[config.mk]
export PLATFORM = sky130hd
export DESIGN_NAME = page_framebuffer_draw_engine
export DESIGN_NICKNAME = d
export VERILOG_FILES = /design/src/sv/pfde_pkg.sv /design/src/sv/pfde_ram.sv /design/src/sv/pfde_pix_unit.sv /design/src/sv/page_framebuffer_draw_engine.sv
export VERILOG_INCLUDE_DIRS = /design/src /design/src/sv
export SDC_FILE = /design/constraint.sdc
export NUM_CORES = 2
export LEC_CHECK = 0
export ABC_AREA = 1
export BUFFER_PORTS_ARGS = -buffer_cell sky130_fd_sc_hd__buf_4
export CAP_MARGIN = 20
export CORE_UTILIZATION = 30
export DETAILED_ROUTE_END_ITERATION = 12
export GPL_TIMING_DRIVEN = 1
export HOLD_SLACK_MARGIN = 0.08
export PLACE_DENSITY = 0.42
export SKIP_CTS_REPAIR_TIMING = 1
export SLEW_MARGIN = 10
export SYNTH_ARGS = -nofsm -noshare
export SYNTH_HDL_FRONTEND = slang
export SYNTH_SLANG_ARGS = --single-unit
[constraint.sdc]
create_clock -name clk -period 35.4 [get_ports clk]
set_input_delay 7.08 -clock clk [delete_from_list [all_inputs] [get_ports clk]]
set_output_delay 7.08 -clock clk [all_outputs]
set_load 0.05 [all_outputs]
[src/sv/page_framebuffer_draw_engine_defines.svh]
// ----------------------------------------------------------------------------
// Page framebuffer draw engine: assertion macros
// Shared concurrent check forms, clocked on clk with rst as disable.
// ----------------------------------------------------------------------------
`ifndef PAGE_FRAMEBUFFER_DRAW_ENGINE_DEFINES_SVH
`define PAGE_FRAMEBUFFER_DRAW_ENGINE_DEFINES_SVH

// same-cycle implication
`define PFDE_ASSERT_NOW(label, ante, cons, msg) \
  label: assert property (@(posedge clk) disable iff (rst) (ante) |-> (cons)) \
    else $error(msg);

// next-cycle implication
`define PFDE_ASSERT_NEXT(label, ante, cons, msg) \
  label: assert property (@(posedge clk) disable iff (rst) (ante) |=> (cons)) \
    else $error(msg);

`endif

[src/sv/pfde_pkg.sv]
// ----------------------------------------------------------------------------
// pfde_pkg
// Command codes, default panel size and the pixel unit status struct.
// ----------------------------------------------------------------------------
package pfde_pkg;

  localparam int DEF_PANEL_WIDTH  = 128;
  localparam int DEF_PANEL_HEIGHT = 32;

  // byte index width covering the largest panel (256 x 64 / 8 bytes)
  localparam int IDX_W = 11;

  localparam logic [2:0] FN_PIXEL  = 3'd0;
  localparam logic [2:0] FN_HLINE  = 3'd1;
  localparam logic [2:0] FN_VLINE  = 3'd2;
  localparam logic [2:0] FN_RECT   = 3'd3;
  localparam logic [2:0] FN_CLEAR  = 3'd4;
  localparam logic [2:0] FN_BITMAP = 3'd5;
  localparam logic [2:0] FN_READ   = 3'd6;

  typedef struct packed {
    logic             in_panel;
    logic [IDX_W-1:0] idx;
    logic [2:0]       bit_sel;
  } pfde_pix_t;

endpackage

[src/sv/pfde_ram.sv]
// ----------------------------------------------------------------------------
// pfde_ram
// Generic single-write, single-read RAM with registered read data.
// ----------------------------------------------------------------------------
module pfde_ram #(
  parameter int WIDTH = 8,
  parameter int DEPTH = 512
) (
  input  logic                     clk,
  input  logic                     we,
  input  logic [$clog2(DEPTH)-1:0] waddr,
  input  logic [WIDTH-1:0]         wdata,
  input  logic [$clog2(DEPTH)-1:0] raddr,
  output logic [WIDTH-1:0]         rdata
);

  logic [WIDTH-1:0] mem [DEPTH];

  always_ff @(posedge clk) begin
    if (we) begin
      mem[waddr] <= wdata;
    end
    rdata <= mem[raddr];
  end

endmodule

[src/sv/pfde_pix_unit.sv]
// ----------------------------------------------------------------------------
// pfde_pix_unit
// Shared pixel unit: panel bounds check, page byte index, bit merge.
// ----------------------------------------------------------------------------
module pfde_pix_unit
  import pfde_pkg::*;
#(
  parameter int PANEL_WIDTH  = DEF_PANEL_WIDTH,
  parameter int PANEL_HEIGHT = DEF_PANEL_HEIGHT
) (
  input  logic [7:0] px,
  input  logic [7:0] py,
  input  logic       value,
  input  logic [7:0] old_byte,
  output pfde_pix_t  pix,
  output logic [7:0] new_byte
);

  localparam int STORE_BYTES = (PANEL_WIDTH * PANEL_HEIGHT) / 8;

  logic [IDX_W-1:0] idx;
  logic [7:0]       mask;

  always_comb begin
    idx = IDX_W'(px) + IDX_W'(py[5:3]) * IDX_W'(PANEL_WIDTH);
    pix.idx      = idx;
    pix.bit_sel  = py[2:0];
    pix.in_panel = ({1'b0, px} < 9'(PANEL_WIDTH)) &&
                   ({1'b0, py} < 9'(PANEL_HEIGHT)) &&
                   ({1'b0, idx} < (IDX_W + 1)'(STORE_BYTES));
    mask     = 8'(1) << py[2:0];
    new_byte = value ? (old_byte | mask) : (old_byte & ~mask);
  end

endmodule

[src/sv/page_framebuffer_draw_engine.sv]
// Sequence: pixel goes S_PIX, S_WR, S_DONE (S_PIX, S_DONE off the panel); line,
// rect and bitmap pass S_PIX and S_WR per on-panel pixel, S_PIX per off-panel
// pixel. Read goes S_RDA, S_RDW (neither out of range); clear sweeps S_CLR over
// all STORE_BYTES; empty or unused go to S_DONE. One request at a time; busy
// stays high through done and the next request is accepted from the cycle after
// done. The receiver cannot stall. Reset: clears all STORE_BYTES with busy high.
// ----------------------------------------------------------------------------
// page_framebuffer_draw_engine
// Page-organized monochrome frame store with pixel, line, rectangle,
// bitmap, clear and read-back requests under a small sequencer.
// ----------------------------------------------------------------------------
`include "page_framebuffer_draw_engine_defines.svh"

module page_framebuffer_draw_engine
  import pfde_pkg::*;
#(
  parameter int PANEL_WIDTH  = DEF_PANEL_WIDTH,
  parameter int PANEL_HEIGHT = DEF_PANEL_HEIGHT
) (
  input  logic       clk,
  input  logic       rst,
  input  logic       start,
  output logic       busy,
  input  logic [2:0] func,
  input  logic [7:0] x,
  input  logic [7:0] y,
  input  logic [7:0] length,
  input  logic [7:0] height,
  input  logic       color,
  input  logic [7:0] pattern,
  input  logic [8:0] read_index,
  output logic       done,
  output logic [7:0] read_data,
  output logic       clipped
);

  localparam int STORE_BYTES = (PANEL_WIDTH * PANEL_HEIGHT) / 8;
  localparam int AW          = $clog2(STORE_BYTES);

  localparam logic [2:0] S_IDLE = 3'd0;
  localparam logic [2:0] S_CLR  = 3'd1;
  localparam logic [2:0] S_PIX  = 3'd2;
  localparam logic [2:0] S_WR   = 3'd3;
  localparam logic [2:0] S_RDA  = 3'd4;
  localparam logic [2:0] S_RDW  = 3'd5;
  localparam logic [2:0] S_DONE = 3'd6;

  logic [2:0]    state, state_next;
  logic [AW-1:0] clr_addr, clr_addr_next;
  logic          clr_report, clr_report_next;
  logic [2:0]    fn;
  logic [7:0]    x0, y0, pat, cols, rows, i, j;
  logic          col_r;
  logic [8:0]    ridx;
  logic [7:0]    res_data;
  logic          res_clip;

  pfde_pix_t     pix;
  logic [7:0]    px, py, new_byte, ram_q;
  logic          value;
  logic          ram_we;
  logic [AW-1:0] ram_waddr, ram_raddr;
  logic [7:0]    ram_wdata;
  logic          accept, last_col, last_row;

  assign accept   = start && !busy;
  assign busy     = (state != S_IDLE);
  assign done     = (state == S_DONE);
  assign read_data = res_data;
  assign clipped   = res_clip;

  assign px       = x0 + i;
  assign py       = y0 + j;
  assign value    = (fn == FN_BITMAP) ? pat[~i[2:0]] : col_r;
  assign last_col = (i == cols - 8'd1);
  assign last_row = (j == rows - 8'd1);

  pfde_pix_unit #(
    .PANEL_WIDTH (PANEL_WIDTH),
    .PANEL_HEIGHT(PANEL_HEIGHT)
  ) u_pix (
    .px      (px),
    .py      (py),
    .value   (value),
    .old_byte(ram_q),
    .pix     (pix),
    .new_byte(new_byte)
  );

  pfde_ram #(
    .WIDTH(8),
    .DEPTH(STORE_BYTES)
  ) u_store (
    .clk  (clk),
    .we   (ram_we),
    .waddr(ram_waddr),
    .wdata(ram_wdata),
    .raddr(ram_raddr),
    .rdata(ram_q)
  );

  always_comb begin
    ram_we    = (state == S_CLR) || (state == S_WR);
    ram_waddr = (state == S_CLR) ? clr_addr : AW'(pix.idx);
    ram_wdata = (state == S_CLR) ? 8'd0 : new_byte;
    ram_raddr = (state == S_RDA) ? AW'(ridx) : AW'(pix.idx);
  end

  always_comb begin
    state_next      = state;
    clr_addr_next   = clr_addr;
    clr_report_next = clr_report;
    unique case (state)
      S_IDLE: begin
        if (start) begin
          clr_addr_next   = '0;
          clr_report_next = 1'b1;
          unique case (func)
            FN_PIXEL: state_next = S_PIX;
            FN_HLINE, FN_BITMAP: state_next = (length == 8'd0) ? S_DONE : S_PIX;
            FN_VLINE: state_next = (length == 8'd0) ? S_DONE : S_PIX;
            FN_RECT: begin
              state_next = (length == 8'd0 || height == 8'd0) ? S_DONE : S_PIX;
            end
            FN_CLEAR: state_next = S_CLR;
            FN_READ: begin
              state_next = (12'(read_index) < 12'(STORE_BYTES)) ? S_RDA : S_DONE;
            end
            default: state_next = S_DONE;
          endcase
        end
      end
      S_CLR: begin
        clr_addr_next = clr_addr + AW'(1);
        if (clr_addr == AW'(STORE_BYTES - 1)) begin
          state_next = clr_report ? S_DONE : S_IDLE;
        end
      end
      S_PIX: begin
        if (pix.in_panel) begin
          state_next = S_WR;
        end else if (last_col && last_row) begin
          state_next = S_DONE;
        end
      end
      S_WR: begin
        state_next = (last_col && last_row) ? S_DONE : S_PIX;
      end
      S_RDA:   state_next = S_RDW;
      S_RDW:   state_next = S_DONE;
      S_DONE:  state_next = S_IDLE;
      default: state_next = S_IDLE;
    endcase
  end

  always_ff @(posedge clk) begin
    if (rst) begin
      state      <= S_CLR;
      clr_addr   <= '0;
      clr_report <= 1'b0;
    end else begin
      state      <= state_next;
      clr_addr   <= clr_addr_next;
      clr_report <= clr_report_next;
    end
  end

  // request fields, loop counters and result
  always_ff @(posedge clk) begin
    if (accept) begin
      fn       <= func;
      x0       <= x;
      y0       <= y;
      pat      <= pattern;
      ridx     <= read_index;
      col_r    <= (func == FN_RECT) ? 1'b0 : color;
      i        <= '0;
      j        <= '0;
      res_data <= '0;
      res_clip <= 1'b0;
      unique case (func)
        FN_HLINE: begin
          cols <= length;
          rows <= 8'd1;
        end
        FN_VLINE: begin
          cols <= 8'd1;
          rows <= length;
        end
        FN_RECT: begin
          cols <= length;
          rows <= height;
        end
        FN_BITMAP: begin
          cols <= (length > 8'd8) ? 8'd8 : length;
          rows <= 8'd1;
        end
        default: begin
          cols <= 8'd1;
          rows <= 8'd1;
        end
      endcase
    end else begin
      if ((state == S_PIX && !pix.in_panel) || state == S_WR) begin
        if (state == S_PIX) begin
          res_clip <= 1'b1;
        end
        if (last_col) begin
          i <= '0;
          j <= j + 8'd1;
        end else begin
          i <= i + 8'd1;
        end
      end
      if (state == S_RDW) begin
        res_data <= ram_q;
      end
    end
  end

  `PFDE_ASSERT_NEXT(a_accept_busy, accept, busy, "accepted request did not raise busy")
  `PFDE_ASSERT_NEXT(a_done_idle, done, !busy, "engine not idle after result")
  `PFDE_ASSERT_NOW(a_write_busy, ram_we, busy, "frame store written while idle")
  `PFDE_ASSERT_NOW(a_read_noclip, done && fn == FN_READ, !clipped, "read flagged clipped")

endmodule

==> flow_summary.json <==
{
  "outcome": "finished, final reports clean",
  "dieArea_um2": 574000,
  "fin_nets": 14300,
  "hold_viol": 0,
  "setup_tns_ns": 0,
  "hpwl_um": 303000,
  "slowest_delay_ns": 0.66,
  "period_needed_ns": 9.40,
  "area_growth_pct": 12.9,
  "layout_commonest_cell": "nand3_1",
  "cts_buffer_depth": 4,
  "cpMaxStageDelayCell": "dfxtp_1",
  "start_util": 0.301,
  "antenna_found_initial": 22,
  "htree_levels": 5,
  "ir_worst_vdd_uv": 99.7,
  "critical_path_class": "reg -> out",
  "endpoint_kind": "output port",
  "clock_latency_ns": 1.03,
  "place_congestion": 0.784,
  "syn-instance-count": 14500,
  "setup_violations": 0,
  "core_area_um2": 569000,
  "row_count": 277,
  "synth_nets": 14600,
  "final.setup_skew_ns": 0.0774,
  "drc": 0,
  "crit_chain": "inv_2 -> nand2_1 -> nor2_1 -> inv_1 -> buf_4",
  "post-place-cells": 21300,
  "slew_headroom": 0.173,
  "async_reset_ff_frac": 0,
  "wl_um": 554000,
  "final_cell_mix": "nand3_1 (4207), edfxtp_1 (4149), nand2_1 (4139)",
  "critPathArrivalTime_ns": 2.32,
  "fin_cells": 22200,
  "clk_pin_slew_ns": 0.06,
  "path_max_fanout": 13,
  "drive_above_1_share": 0.0668,
  "yosysTopAreaCell": "edfxtp_1",
  "port_buffers": 66,
  "drv_cap": 0,
  "crit_path_start_kind": "register",
  "grt_pass1_wl_um": 793000,
  "cts_sinks": 4195,
  "worstMarginPinSlew_ns": 1.24,
  "synth_area_per_cell_um2": 11.8,
  "synth_edf_count": 4149,
  "cts_buffers": 468,
  "power.leakage_nw": 66.7,
  "synth_area_leaders": "edfxtp_1 (73%), nand3_1 (12%), nand2_1 (9.1%)",
  "synth_top_area_share": 0.728,
  "grt-ovfl-total": 0,
  "boundaryPins": 67,
  "min-delay-start": "clipped$_SDFFE_PP0P_",
  "dieWidth_um": 757,
  "power.density_nw_per_um2": 91.1,
  "required_ns": 28.32,
  "timing.hold.ws_ns": 0.458,
  "drt-initial-drc-count": 9335,
  "cts_root_buffer": "clkbuf_16",
  "post_drt_via_cell_ratio": 4.97,
  "grt_use_total": 0.187,
  "cts_tree": "built",
  "yosys_register_bits": 4195,
  "slew_viol_final": 0,
  "synth-seq-area-share": 0.733,
  "cp-startpoint": "state[0]$_SDFFE_PP1P_",
  "wire_per_inst_um": 25.0,
  "p_total_w": 0.0176,
  "dr_total_vias": 110000,
  "ant_nets": 0,
  "yosysWarnings": 0,
  "firstDrtPassIters": 6,
  "synth.distinct_cells": 41,
  "synth_flop_cell": "edfxtp_1",
  "layout_setup_ws_ns": 26.00,
  "critPathTopFamily": "flip-flops",
  "period_share": 0.265,
  "syn_area_um2": 171000,
  "grt_max_degree": 173,
  "critPathBufInv": 3,
  "nFillCells": 56200,
  "worst_hold_path_type": "reg -> reg",
  "die_height_um": 757,
  "max_freq_mhz": 106,
  "grt_pass1_vias": 106000,
  "rsz0062_at_grt": "no",
  "timing.rr.start": "state[0]$_SDFFE_PP1P_",
  "post-place-ws_ns": 26.70
}
==> path summary, 6_finish.rpt <==
| path | to | slack (ns) | depth (start not counted) |
|---|---|---|---|
| min | clipped$_SDFFE_PP0P_ | 0.46 | 2 |
| max | busy | 26.00 | 5 |
| min reg2reg | clipped$_SDFFE_PP0P_ | 0.46 | 2 |
| max reg2reg | u_store.rdata[3]$_DFF_P_ | 27.98 | 18 |
==> cells in the mapped netlist (all sizes together), types with 7 or more instances <==
cell type and number:
xnor2 19, dfxtp 46, xor2 22, buf 668, nor4 7, inv 111, nand2 4161, edfxtp 4149
a21oi 45, nand3 4208, or2 7, nand4 41, clkbuf 334, ha 22, nor2 575, nor3 22
o21ai 35
==> flip-flops by register name, indices dropped and copies added (netlist names) <==
register	flops
y0	8
pat	8
read_data	8
clipped	1
clr_report	1
u_store.mem	4096
ridx	9
cols	8
i	8
col_r	1
state	3
x0	8
u_store.rdata	8
clr_addr	9
rows	8
j	8
fn	3
==> report_power, final <==
group          total (W)  switching (W)  internal (W)
sequential       0.00607      0.0000542       0.00602
clock            0.00461        0.00203       0.00259
combinational    0.00692        0.00537       0.00155
==> cells by family after synthesis <==
| logic type | Yosys count | share of synthesized area |
|---|---|---|
| AOI/OAI and AO/OA | 106 | 0.00360 |
| xor gates and xnor gates | 41 | 0.00210 |
| adders and majority gates | 24 | 0.00184 |
| buffers and inverters | 1113 | 0.0288 |
| DFF | 4195 | 0.733 |
| and+or+nand+nor | 9026 | 0.231 |
==> metal layers <==
layer	wire [um]	part of all wire	GRT usage
met1	252000	0.46	0.267
met2	259000	0.47	0.302
met3	27400	0.050	0.0218
met4	15000	0.027	0.0483
met5	13	0.000023	0
==> worst min-delay path: cells and delay by family, from the launching register on <==
kind	cells	cell delay, ns
AO/OA/AOI/OAI	1	0.05
buffers and inverters	1	0.05
flip-flops	1	0.31
==> per-stage QoR <==
stage           util  cell area (um^2)
2_1_floorplan      -            171000
3_3_place_gp   0.315            179000
3_5_place_dp   0.315            179000
4_1_cts        0.340            193000
5_1_grt        0.340            193000
6_report       0.340            193000
==> final cells by class <==
cell class / instances / area [um^2] / area share
Clock buffer: 610 / 12500 / 0.0647
Multi-Input combinational cell: 9197 / 41100 / 0.213
Timing Repair Buffer: 295 / 2600 / 0.0135
Clock inverter: 240 / 1720 / 0.00889
Antenna cell: 3 / 7.51 / 0.0000388
Inverter: 111 / 438 / 0.00227
Tap cell: 7533 / 9430 / 0.0488
Sequential cell: 4195 / 126000 / 0.649
Power figures use the tool's default switching activity.
